File: config.mk
export PLATFORM = sky130hd
export DESIGN_NAME = rotation_motion_detector_unit
export DESIGN_NICKNAME = d
export VERILOG_FILES = /design/src/hw/rtl/rmd_pkg.sv /design/src/hw/rtl/rotation_motion_detector_unit.sv
export SDC_FILE = /design/constraint.sdc
export NUM_CORES = 2
export LEC_CHECK = 0
export ABC_CLOCK_PERIOD_IN_PS = 14410
export BUFFER_PORTS_ARGS = -buffer_cell sky130_fd_sc_hd__buf_2
export CORE_UTILIZATION = 55
export DETAILED_ROUTE_END_ITERATION = 12
export PLACE_DENSITY = 0.74
export SYNTH_ARGS = -nofsm -noshare
export SYNTH_HDL_FRONTEND = slang
export SYNTH_SLANG_ARGS = --single-unit
File: constraint.sdc
create_clock -name clk -period 14.41 [get_ports clk]
set_input_delay 1.441 -clock clk [delete_from_list [all_inputs] [get_ports clk]]
set_output_delay 1.441 -clock clk [all_outputs]
set_load 0.05 [all_outputs]
File: src/hw/rtl/rmd_pkg.sv
// Package for the rotation motion detector: widths, register indexes, reset values, stage types.
package rmd_pkg;

  localparam int CoordW  = 16;
  localparam int TimeW   = 32;
  localparam int RatioW  = 16;
  localparam int CountW  = 8;
  localparam int FillW   = 4;
  localparam int ProdW   = 32;
  localparam int FracW   = 12;
  localparam int InDataW = 88;
  localparam int OutDataW = 16;
  localparam int CfgIdxW = 3;
  localparam int CfgDataW = 32;

  localparam int JUDGE_FILL_DEFAULT  = 5;
  localparam int WINDOW_FILL_DEFAULT = 10;

  localparam logic [TimeW-1:0]  TIMEOUT_TICKS_RST  = 32'd1000;
  localparam logic [CountW-1:0] SPIN_THRESHOLD_RST = 8'd2;
  localparam logic [RatioW-1:0] MIN_X_RATIO_RST    = 16'd410;
  localparam logic [RatioW-1:0] MAX_X_RATIO_RST    = 16'd12288;
  localparam logic [RatioW-1:0] MIN_Y_RATIO_RST    = 16'd0;
  localparam logic [RatioW-1:0] MAX_Y_RATIO_RST    = 16'd2048;

  typedef enum logic [CfgIdxW-1:0] {
    CFG_TIMEOUT_TICKS  = 3'd0,
    CFG_SPIN_THRESHOLD = 3'd1,
    CFG_MIN_X_RATIO    = 3'd2,
    CFG_MAX_X_RATIO    = 3'd3,
    CFG_MIN_Y_RATIO    = 3'd4,
    CFG_MAX_Y_RATIO    = 3'd5
  } cfg_index_t;

  // input register
  typedef struct packed {
    logic [CoordW-1:0] cx;
    logic [CoordW-1:0] cy;
    logic [CoordW-1:0] h;
    logic [TimeW-1:0]  t;
    logic              force_spin;
    logic [CoordW-1:0] px;
    logic [CoordW-1:0] py;
  } st_in_t;

  // after multiply and difference
  typedef struct packed {
    logic [ProdW-1:0]  lo_x;
    logic [ProdW-1:0]  hi_x;
    logic [ProdW-1:0]  lo_y;
    logic [ProdW-1:0]  hi_y;
    logic [CoordW-1:0] dx;
    logic [CoordW-1:0] dy;
    logic [CoordW-1:0] cx;
    logic [CoordW-1:0] cy;
    logic              h_nz;
    logic [TimeW-1:0]  t;
    logic              force_spin;
  } st_mul_t;

  // after ratio compares; the clear variant assumes a zero previous centre
  typedef struct packed {
    logic             legal_keep;
    logic             legal_clear;
    logic [TimeW-1:0] t;
    logic             force_spin;
  } st_cmp_t;

endpackage

File: src/hw/rtl/rotation_motion_detector_unit.sv
// Rotation motion detector: four-stage pipeline from frame item to spin verdict.
//
// channel | dir | handshake          | contents
// s_*     | in  | s_tvalid/s_tready  | tdata: centre x, centre y, height, time, force flag
// m_*     | out | m_tvalid/m_tready  | tdata: spinning, qualified, count
// cfg_*   | in  | cfg_valid/cfg_ready| cfg_index, cfg_data (always ready)
//
// One item per cycle while the result register is empty or being taken; an accepted item passes
// the input register, multiply, ratio compare and state update into the result register.
// Track state is updated only in the last stage, so the timeout clear and the count
// see frames strictly in order. The whole pipeline advances together whenever the
// result register is empty or being taken. Reset is synchronous and clears the
// configuration to its defaults and all track state.
module rotation_motion_detector_unit #(
  parameter int JUDGE_FILL  = rmd_pkg::JUDGE_FILL_DEFAULT,
  parameter int WINDOW_FILL = rmd_pkg::WINDOW_FILL_DEFAULT
) (
  input  logic                          clk,
  input  logic                          rst,
  input  logic                          s_tvalid,
  output logic                          s_tready,
  // [15:0] center_x, [31:16] center_y, [47:32] box_height, [79:48] frame_time,
  // [80] force_spin, [87:81] zero
  input  logic [rmd_pkg::InDataW-1:0]   s_tdata,
  output logic                          m_tvalid,
  input  logic                          m_tready,
  // [0] spinning, [1] qualified, [9:2] qualify_count, [15:10] zero
  output logic [rmd_pkg::OutDataW-1:0]  m_tdata,
  input  logic                          cfg_valid,
  output logic                          cfg_ready,
  input  logic [rmd_pkg::CfgIdxW-1:0]   cfg_index,
  input  logic [rmd_pkg::CfgDataW-1:0]  cfg_data
);

  localparam int FillSumW = rmd_pkg::FillW + 1;

  // configuration
  logic [rmd_pkg::TimeW-1:0]  timeout_ticks;
  logic [rmd_pkg::CountW-1:0] spin_threshold;
  logic [rmd_pkg::RatioW-1:0] min_x_ratio;
  logic [rmd_pkg::RatioW-1:0] max_x_ratio;
  logic [rmd_pkg::RatioW-1:0] min_y_ratio;
  logic [rmd_pkg::RatioW-1:0] max_y_ratio;

  assign cfg_ready = 1'b1;

  always_ff @(posedge clk) begin
    if (rst) begin
      timeout_ticks  <= rmd_pkg::TIMEOUT_TICKS_RST;
      spin_threshold <= rmd_pkg::SPIN_THRESHOLD_RST;
      min_x_ratio    <= rmd_pkg::MIN_X_RATIO_RST;
      max_x_ratio    <= rmd_pkg::MAX_X_RATIO_RST;
      min_y_ratio    <= rmd_pkg::MIN_Y_RATIO_RST;
      max_y_ratio    <= rmd_pkg::MAX_Y_RATIO_RST;
    end else if (cfg_valid && cfg_ready) begin
      unique case (cfg_index)
        rmd_pkg::CFG_TIMEOUT_TICKS:  timeout_ticks  <= cfg_data;
        rmd_pkg::CFG_SPIN_THRESHOLD: spin_threshold <= cfg_data[rmd_pkg::CountW-1:0];
        rmd_pkg::CFG_MIN_X_RATIO:    min_x_ratio    <= cfg_data[rmd_pkg::RatioW-1:0];
        rmd_pkg::CFG_MAX_X_RATIO:    max_x_ratio    <= cfg_data[rmd_pkg::RatioW-1:0];
        rmd_pkg::CFG_MIN_Y_RATIO:    min_y_ratio    <= cfg_data[rmd_pkg::RatioW-1:0];
        rmd_pkg::CFG_MAX_Y_RATIO:    max_y_ratio    <= cfg_data[rmd_pkg::RatioW-1:0];
        default: ;
      endcase
    end
  end

  // pipeline control
  logic adv;
  logic v1, v2, v3;
  assign adv      = !m_tvalid || m_tready;
  assign s_tready = adv;

  always_ff @(posedge clk) begin
    if (rst) begin
      v1       <= 1'b0;
      v2       <= 1'b0;
      v3       <= 1'b0;
      m_tvalid <= 1'b0;
    end else if (adv) begin
      v1       <= s_tvalid;
      v2       <= v1;
      v3       <= v2;
      m_tvalid <= v3;
    end
  end

  // previous centre follows accepted items; a clear does not reset it, the clear variant
  // of the compare assumes a zero previous centre instead
  logic [rmd_pkg::CoordW-1:0] prev_x;
  logic [rmd_pkg::CoordW-1:0] prev_y;

  always_ff @(posedge clk) begin
    if (rst) begin
      prev_x <= '0;
      prev_y <= '0;
    end else if (s_tvalid && s_tready) begin
      prev_x <= s_tdata[15:0];
      prev_y <= s_tdata[31:16];
    end
  end

  // stage 1: input register
  rmd_pkg::st_in_t s1;

  always_ff @(posedge clk) begin
    if (adv) begin
      s1.cx         <= s_tdata[15:0];
      s1.cy         <= s_tdata[31:16];
      s1.h          <= s_tdata[47:32];
      s1.t          <= s_tdata[79:48];
      s1.force_spin <= s_tdata[80];
      s1.px         <= prev_x;
      s1.py         <= prev_y;
    end
  end

  // stage 2: bounds times height, absolute jumps
  rmd_pkg::st_mul_t s2, s2_next;

  always_comb begin
    s2_next.lo_x = {16'd0, min_x_ratio} * {16'd0, s1.h};
    s2_next.hi_x = {16'd0, max_x_ratio} * {16'd0, s1.h};
    s2_next.lo_y = {16'd0, min_y_ratio} * {16'd0, s1.h};
    s2_next.hi_y = {16'd0, max_y_ratio} * {16'd0, s1.h};
    s2_next.dx   = (s1.cx > s1.px) ? (s1.cx - s1.px) : (s1.px - s1.cx);
    s2_next.dy   = (s1.cy > s1.py) ? (s1.cy - s1.py) : (s1.py - s1.cy);
    s2_next.cx   = s1.cx;
    s2_next.cy   = s1.cy;
    s2_next.h_nz = (s1.h != '0);
    s2_next.t    = s1.t;
    s2_next.force_spin = s1.force_spin;
  end

  always_ff @(posedge clk) begin
    if (adv) s2 <= s2_next;
  end

  // stage 3: strict ratio compares, jump scaled to Q.12
  rmd_pkg::st_cmp_t s3, s3_next;
  logic [rmd_pkg::ProdW-1:0] sdx, sdy, scx, scy;

  always_comb begin
    sdx = {4'd0, s2.dx, 12'd0};
    sdy = {4'd0, s2.dy, 12'd0};
    scx = {4'd0, s2.cx, 12'd0};
    scy = {4'd0, s2.cy, 12'd0};
    s3_next.legal_keep  = s2.h_nz &&
                          sdx > s2.lo_x && sdx < s2.hi_x &&
                          sdy > s2.lo_y && sdy < s2.hi_y;
    s3_next.legal_clear = s2.h_nz &&
                          scx > s2.lo_x && scx < s2.hi_x &&
                          scy > s2.lo_y && scy < s2.hi_y;
    s3_next.t          = s2.t;
    s3_next.force_spin = s2.force_spin;
  end

  always_ff @(posedge clk) begin
    if (adv) s3 <= s3_next;
  end

  // stage 4: track state and result register
  logic [rmd_pkg::FillW-1:0]  window_fill, window_fill_next;
  logic [rmd_pkg::CountW-1:0] hit_count, hit_count_next;
  logic [rmd_pkg::TimeW-1:0]  last_hit_time, last_hit_time_next;
  logic                       have_hit, have_hit_next;
  logic                       spin_flag, spin_flag_next;
  logic                       hit;
  logic                       clr;
  logic [rmd_pkg::TimeW-1:0]  elapsed;
  logic [FillSumW-1:0]        fill;
  logic [rmd_pkg::CountW-1:0] count_base;

  always_comb begin
    elapsed = s3.t - last_hit_time;
    clr     = have_hit && (elapsed > timeout_ticks);
    fill    = (clr ? {FillSumW{1'b0}} : {1'b0, window_fill}) + FillSumW'(1);
    count_base = clr ? '0 : hit_count;

    hit = (fill >= FillSumW'(JUDGE_FILL)) &&
          ((clr ? s3.legal_clear : s3.legal_keep) || s3.force_spin);

    window_fill_next = (fill > FillSumW'(WINDOW_FILL)) ? rmd_pkg::FillW'(WINDOW_FILL)
                                                       : fill[rmd_pkg::FillW-1:0];
    if (hit) begin
      hit_count_next     = (count_base == '1) ? count_base : count_base + 8'd1;
      spin_flag_next     = hit_count_next > spin_threshold;
      last_hit_time_next = s3.t;
      have_hit_next      = 1'b1;
    end else begin
      hit_count_next     = count_base;
      spin_flag_next     = clr ? 1'b0 : spin_flag;
      last_hit_time_next = clr ? '0 : last_hit_time;
      have_hit_next      = clr ? 1'b0 : have_hit;
    end
  end

  always_ff @(posedge clk) begin
    if (rst) begin
      window_fill   <= '0;
      hit_count     <= '0;
      last_hit_time <= '0;
      have_hit      <= 1'b0;
      spin_flag     <= 1'b0;
    end else if (adv && v3) begin
      window_fill   <= window_fill_next;
      hit_count     <= hit_count_next;
      last_hit_time <= last_hit_time_next;
      have_hit      <= have_hit_next;
      spin_flag     <= spin_flag_next;
    end
  end

  always_ff @(posedge clk) begin
    if (adv && v3) begin
      m_tdata <= {6'd0, hit_count_next, hit, spin_flag_next};
    end
  end

endmodule
After elaboration in Yosys (flattened, before gate mapping)
Cells that the tools add are included.
{"block": "word_totals", "regBits": 570, "input_bits": 128, "output_inout_bits": 19, "elab_cells": 110}
{"block": "op_classes", "n_addsub": 7, "n_mul": 4, "order_cmp": 14, "n_eq_ne": 6, "mux": 14, "n_reduce_logical": 25}
{"operator": "greater-than comparator 28 x 32 -> 1 bit", "n": 4}
{"operator": "< comparator 28 x 32 -> 1 bit", "n": 4}
{"operator": "multiplier 16 x 16 -> 32 bit", "n": 4}
{"operator": "two-way mux 32 bit", "n": 2}
{"operator": "subtractor 16 bit", "n": 4}
{"operator": "greater-than comparator 16 bit", "n": 2}
{"operator": "greater-than comparator 32 bit", "n": 1}
{"operator": "two-way mux 16 bit", "n": 2}
{"operator": "subtractor 32 bit", "n": 1}
{"operator": "two-way mux 8 bit", "n": 3}
{"operator": "nonzero test 16 bit", "n": 1}
{"operator": "AND reduction 2 bit", "n": 7}
{"operator": "logical AND 1 bit", "n": 12}
{"operator": "adder 8 x 1 -> 8 bit, second input constant", "n": 1}
{"operator": "== test 8 bit, second input constant", "n": 1}
{"operator": "greater-than comparator 8 bit", "n": 1}
{"operator": "two-way mux 4 bit", "n": 2}
{"operator": "== test 3 x 2 -> 1 bit, second input constant", "n": 2}
{"operator": "== test 3 bit, second input constant", "n": 2}
{"operator": "adder 4 x 1 -> 5 bit, second input constant", "n": 1}
{"operator": "greater-or-equal comparator 5 x 3 -> 1 bit, second input constant", "n": 1}
{"operator": "greater-than comparator 5 x 4 -> 1 bit, second input constant", "n": 1}
{"operator": "two-way mux 1 bit", "n": 5}
{"operator": "== test 3 x 1 -> 1 bit, second input constant", "n": 1}
{"operator": "4 further kinds", "n": 5}

Depth between registers and ports, before layout
{"block": "logic_depth", "ltp_word": 9, "ltp_mapped": 41, "depth_no_buf": 38}

Worst setup path after synthesis
OpenSTA, ideal clock, no wires.
{"block": "synth_timing", "path_kind": "input to register", "from": "input m_tready", "to": "register hit_count[3] (netlist name)", "setup_time_ns": 0.070, "arrival_ns": 14.064, "t_required_ns": 14.340, "slack_ns": 0.276, "cell_stages": 7, "n_path_buf": 2, "path_cell_list": "nand2b_1 -> clkbuf_1 -> nand2_1 -> clkinv_1 -> clkbuf_1 -> o2111ai_1 -> a21oi_1"}
{"block": "synth_via", "elab_chain_cells": 2}
{"item": "start, declared", "line": "rotation_motion_detector_unit.sv:26", "source": "input logic m_tready,"}
{"item": "logical OR 1 bit", "line": "rotation_motion_detector_unit.sv:71", "source": "assign adv = !m_tvalid || m_tready;"}
{"item": "via s_tready", "line": "rotation_motion_detector_unit.sv:21", "source": "output logic s_tready,"}
{"item": "logical AND 1 bit", "line": "rotation_motion_detector_unit.sv:205", "source": "end else if (adv && v3) begin"}
{"item": "end signal, assigned", "line": "rotation_motion_detector_unit.sv:207", "source": "hit_count <= hit_count_next;"}
{"item": "end, declared", "line": "rotation_motion_detector_unit.sv:164", "source": "logic [rmd_pkg::CountW-1:0] hit_count, hit_count_next;"}
The timed path passes the listed nets, and every way through them passes these cells.
A chain may end at the register's enable or synchronous reset.

Worst setup path after layout
{"block": "layout_timing", "from": "register s3[1] (netlist name)", "to": "register m_tdata[0] (netlist name) (data pin)"}
{"block": "layout_via", "elab_chain_cells": 8, "word_cells_on_any_way": 16, "classes_between": "add/sub (3); order compare (3); eq/ne (1); mux (6); reduce/logical (3)"}
{"item": "start, declared", "line": "rotation_motion_detector_unit.sv:140", "source": "rmd_pkg::st_cmp_t s3, s3_next;"}
{"item": "start signal, assigned", "line": "rotation_motion_detector_unit.sv:159", "source": "if (adv) s3 <= s3_next;"}
{"item": "subtractor 32 bit (*)", "line": "rotation_motion_detector_unit.sv:175", "source": "elapsed = s3.t - last_hit_time;"}
{"item": "greater-than comparator 32 bit (*)", "line": "rotation_motion_detector_unit.sv:176", "source": "clr = have_hit && (elapsed > timeout_ticks);"}
{"item": "logical AND 1 bit (*)", "line": "rotation_motion_detector_unit.sv:176"}
{"item": "two-way mux 8 bit / two-way mux 4 bit (equally long branches)", "line": "rotation_motion_detector_unit.sv:178, rotation_motion_detector_unit.sv:177"}
{"item": "adder 8 x 1 -> 8 bit, or another cell as far along", "line": "rotation_motion_detector_unit.sv:186", "source": "hit_count_next = (count_base == '1) ? count_base : count_base + 8'd1;"}
{"item": "two-way mux 8 bit / greater-or-equal comparator 5 x 3 -> 1 bit (equally long branches)", "line": "rotation_motion_detector_unit.sv:186, rotation_motion_detector_unit.sv:180"}
{"item": "greater-than comparator 8 bit / logical AND 1 bit (equally long branches)", "line": "rotation_motion_detector_unit.sv:187, rotation_motion_detector_unit.sv:180"}
{"item": "two-way mux 1 bit (*)", "line": "rotation_motion_detector_unit.sv:185", "source": "if (hit) begin"}
{"item": "via spin_flag_next", "line": "rotation_motion_detector_unit.sv:167", "source": "logic spin_flag, spin_flag_next;"}
{"item": "end signal, assigned", "line": "rotation_motion_detector_unit.sv:216", "source": "m_tdata <= {6'd0, hit_count_next, hit, spin_flag_next};"}
{"item": "end, declared", "line": "rotation_motion_detector_unit.sv:28", "source": "output logic [rmd_pkg::OutDataW-1:0] m_tdata,"}
The timed path passes the listed nets; every way through them passes the cells marked *.

==> metrics.txt <==
# TYPE chip_impl_metric gauge
chip_impl_metric{name="power_per_cell_area",unit="nW/um^2"} 97.8
chip_impl_metric{name="via_count",unit=""} 42600
chip_impl_metric{name="finalHoldViolations",unit=""} 0
chip_impl_info{name="synth.top_cells.by_count",value="inv_1, nand2_1, fa_1, ha_1, and2_1"} 1
chip_impl_info{name="crit_path_frequent_cell",value="ha_1"} 1
chip_impl_metric{name="cts.sink_count",unit=""} 537
chip_impl_metric{name="setup_viol_count_final",unit=""} 0
chip_impl_info{name="cts_tree",value="yes"} 1
chip_impl_metric{name="drtIter0Drc",unit=""} 2983
chip_impl_metric{name="post_layout_nonfiller_instances",unit=""} 7584
chip_impl_metric{name="clk_pin_slew",unit="ps"} 60
chip_impl_metric{name="worst_clock_skew",unit="ps"} 16.5
chip_impl_metric{name="buffers_inserted_during_post_cts_setup_optimization",unit=""} 0
chip_impl_metric{name="power.share.switching",unit=""} 0.382
chip_impl_metric{name="highest_clock_rate",unit="MHz"} 116
chip_impl_metric{name="synth_cell_types",unit=""} 95
chip_impl_metric{name="cts_htree_levels",unit=""} 2
chip_impl_info{name="yosys.area.top_type",value="fa_1"} 1
chip_impl_metric{name="wl_per_cell",unit="um"} 18.5
chip_impl_metric{name="place.port_buffers",unit=""} 132
chip_impl_info{name="failed_checks",value="DRC"} 1
chip_impl_metric{name="wl",unit="um"} 141000
chip_impl_metric{name="design.portCount",unit=""} 147
chip_impl_info{name="cp_startpoint_kind",value="register"} 1
chip_impl_info{name="clock_tree_root",value="clkbuf_16"} 1
chip_impl_metric{name="placed_cells",unit=""} 7472
chip_impl_metric{name="numCtsBuffers",unit=""} 59
chip_impl_metric{name="globalplace.congestion",unit=""} 0.910
chip_impl_info{name="hold_path_class",value="register to register"} 1
chip_impl_info{name="critical_path.endpoint_type",value="register"} 1
chip_impl_metric{name="maxCapViolations",unit=""} 0
chip_impl_metric{name="p_leak",unit="nW"} 29.2
chip_impl_metric{name="synth-async-reset-ratio",unit=""} 0
chip_impl_info{name="worst_r2r_startpoint",value="s3[1]"} 1
chip_impl_info{name="hold_end",value="s2[23]"} 1
chip_impl_metric{name="post_synthesis_mean_instance_area",unit="sq um"} 9.49
chip_impl_metric{name="layout-area-overhead-vs-synth",unit="%"} 6.45
chip_impl_metric{name="cts.path.max_buffers",unit=""} 3
chip_impl_info{name="timing.rr.end",value="m_tdata[0]"} 1
chip_impl_info{name="worstSetupPathType",value="register to register"} 1
chip_impl_metric{name="worst_ep_arrival_time",unit="ps"} 9010
chip_impl_metric{name="core",unit="sq um"} 105000
chip_impl_metric{name="syn_area",unit="sq um"} 58500
chip_impl_metric{name="vias_per_instance",unit=""} 5.62
chip_impl_metric{name="power.combinational.fraction",unit=""} 0.407
chip_impl_metric{name="synth_warnings",unit=""} 0
chip_impl_info{name="synthMostInstantiatedCell",value="inv_1"} 1
chip_impl_metric{name="worst_hold_path.num_cells",unit=""} 0
chip_impl_metric{name="cp.required",unit="ps"} 14800
chip_impl_metric{name="share_clk_of_total_power",unit=""} 0.262
chip_impl_metric{name="final_min_period_over_clock_period",unit=""} 0.598
chip_impl_metric{name="layout-drive-gt1-share",unit=""} 0.0539
chip_impl_metric{name="fp.dieArea",unit="sq um"} 108000
chip_impl_metric{name="detail_route.first_pass.iterations",unit=""} 10
chip_impl_metric{name="yosys_register_bits",unit=""} 537
chip_impl_metric{name="post_cts_resized",unit=""} 0
chip_impl_metric{name="gr-usage-all-layers",unit=""} 0.269
chip_impl_metric{name="synthDominantCellAreaShare",unit=""} 0.267
chip_impl_metric{name="fin_setup_tns",unit="ps"} 0
chip_impl_metric{name="grt_pass1_wl",unit="um"} 231000
chip_impl_metric{name="core.rowCount",unit=""} 119
chip_impl_info{name="critical-path-slowest-cell",value="nor4b_1"} 1
chip_impl_metric{name="p_int",unit="mW"} 3.76
chip_impl_metric{name="r2r_cells",unit=""} 37
chip_impl_metric{name="count_of_flip_flops_with_a_built_in_enable_after_synthesis",unit=""} 351
chip_impl_metric{name="irDropWorstVdd",unit="mV"} 0.120
chip_impl_metric{name="chipHeight",unit="um"} 328
chip_impl_metric{name="slew_of_the_pin_with_the_lowest_slew_margin",unit="ps"} 1270
chip_impl_info{name="main_synth_ff_type",value="edfxtp_1"} 1
chip_impl_metric{name="initial_antenna_violation_count",unit=""} 7
chip_impl_metric{name="post-route-min-period",unit="ps"} 8620
chip_impl_metric{name="clk_latency",unit="ps"} 670
chip_impl_info{name="rsz_0062_raised_after_global_routing",value="no"} 1
chip_impl_metric{name="slew_headroom",unit=""} 0.148
chip_impl_metric{name="num-nets-final",unit=""} 7667
chip_impl_metric{name="power.switching",unit="mW"} 2.33
chip_impl_metric{name="globalRouteOverflowTotal",unit=""} 0
chip_impl_metric{name="worstPathMaxFanout",unit=""} 18
chip_impl_metric{name="grt_pass1_vias",unit=""} 44400
chip_impl_metric{name="die_width",unit="um"} 328
chip_impl_metric{name="crit_path_max_incr_delay",unit="ps"} 700
chip_impl_metric{name="seq_area_frac_synth",unit=""} 0.244
chip_impl_metric{name="hpwl",unit="um"} 104000
chip_impl_metric{name="drt_drc_violations_left",unit=""} 12
chip_impl_metric{name="synth_cells",unit=""} 6172
chip_impl_metric{name="initial_core_util",unit=""} 0.555
chip_impl_metric{name="filler_cell_count",unit=""} 9002
chip_impl_info{name="min_from",value="s1[55]"} 1
chip_impl_info{name="synth_top_cells_by_area",value="fa_1, edfxtp_1, ha_1"} 1
chip_impl_metric{name="r2r_setup_slack",unit="ps"} 5790
chip_impl_metric{name="timing_max_transition_violations_final",unit=""} 0
chip_impl_metric{name="maximum_number_of_pins_on_one_net_before_global_route_repair",unit=""} 68
chip_impl_metric{name="ant_nets",unit=""} 0
chip_impl_metric{name="number_of_hold_buffers_added_after_cts",unit=""} 0
chip_impl_info{name="status",value="finished, violations left"} 1
chip_impl_metric{name="share_seq_of_total_power",unit=""} 0.332
[worst max-delay path, delay by kind of cell, from the launching register on]
kind,cells,cell delay [ps]
simple gates,12,2610
xor+xnor,1,100
buf+inv,3,350
flops,1,380
fa+ha+maj,5,1420
compound gates,14,2960
mux,2,500
[power by group through the flow]
stage / Sequential, mW / Clock, mW / Combinational [mW]
after floorplan: 1.98 / 0 / 1.74
after global placement: 2.04 / 0 / 2.37
after detailed placement: 2.05 / 0 / 2.44
after CTS: 2.02 / 1.63 / 2.47
after global routing: 2.04 / 1.68 / 2.77
final: 2.02 / 1.59 / 2.48
[cells by family after synthesis]
logic type | synth area share
simple gates | 0.142
buf+inv | 0.0924
fa+ha+maj | 0.399
compound gates | 0.0910
flops | 0.244
xor+xnor | 0.0260
mux | 0.00560
other cells | 0.000128
[final cells by class]
type	instances	area, sq um	area share
well taps	1391	1740	0.0279
diodes	1	2.50	0.0000402
repair buffers	190	1100	0.0176
inverters	1133	4250	0.0682
multi-input cells	4221	38900	0.624
clock inverters	37	414	0.00665
flip-flops and latches	537	14300	0.229
clock buffers	74	1650	0.0264
[registers in the layout, summed over array words and instances, names as in the netlist, 10 cells and up]
name           flops
max_x_ratio       16
s1               113
last_hit_time     32
s3                34
prev_x            16
min_x_ratio       16
max_y_ratio       16
s2               194
min_y_ratio       16
timeout_ticks     32
m_tdata           10
prev_y            16
[per-layer routing]
layer | wire length, um | global-route usage | up-vias
met5 | 92 | 0 | -
met4 | 4070 | 0.0802 | 14
met3 | 12400 | 0.0587 | 286
met2 | 65500 | 0.440 | 1496
met1 | 58600 | 0.360 | 21300
li1 | - | - | 19500
[stage by stage]
| stage | setup slack, ps | hold WS (ps) | util | total power [mW] | cell area (sq um) |
|---|---|---|---|---|---|
| after floorplan | 276 | 400 | - | 3.71 | 58600 |
| after global placement | 5860 | 401 | 0.572 | 4.42 | 60300 |
| after detailed placement | 5790 | 405 | 0.572 | 4.49 | 60300 |
| after CTS | 5750 | 416 | 0.591 | 6.12 | 62300 |
| after global routing | 5300 | 424 | 0.591 | 6.49 | 62300 |
| final | 5790 | 413 | 0.591 | 6.09 | 62300 |
[cell usage in the layout (no fill, tap or decap), drive strengths merged, types with 24 or more instances in the layout]
cell type	n
buf	190
a22o	33
nand4	35
xor2	49
nor4	28
o211ai	24
nand3	58
nand2b	31
and2	388
a21oi	311
nor3	26
nor2	126
clkbuf	74
fa	781
dfxtp	186
edfxtp	351
mux2i	26
xnor2	125
o21a	25
nand2	1011
inv	1140
a211oi	34
o21ai	119
a21o	119
nor2b	30
ha	616
[worst max-delay path by stage]
stage / end / from / slack [ps] / cells after the start
after detailed placement: m_tdata[0] / s3[1] / 5790 / 37
after floorplan: hit_count[3] / m_tready / 280 / 7
after global placement: m_tdata[0] / s3[1] / 5860 / 36
after CTS: m_tdata[0] / s3[1] / 5750 / 37
final: m_tdata[0] / s3[1] / 5790 / 37
after global routing: m_tdata[0] / s3[1] / 5300 / 36
Note: power is estimated with default switching activity, not from simulation.
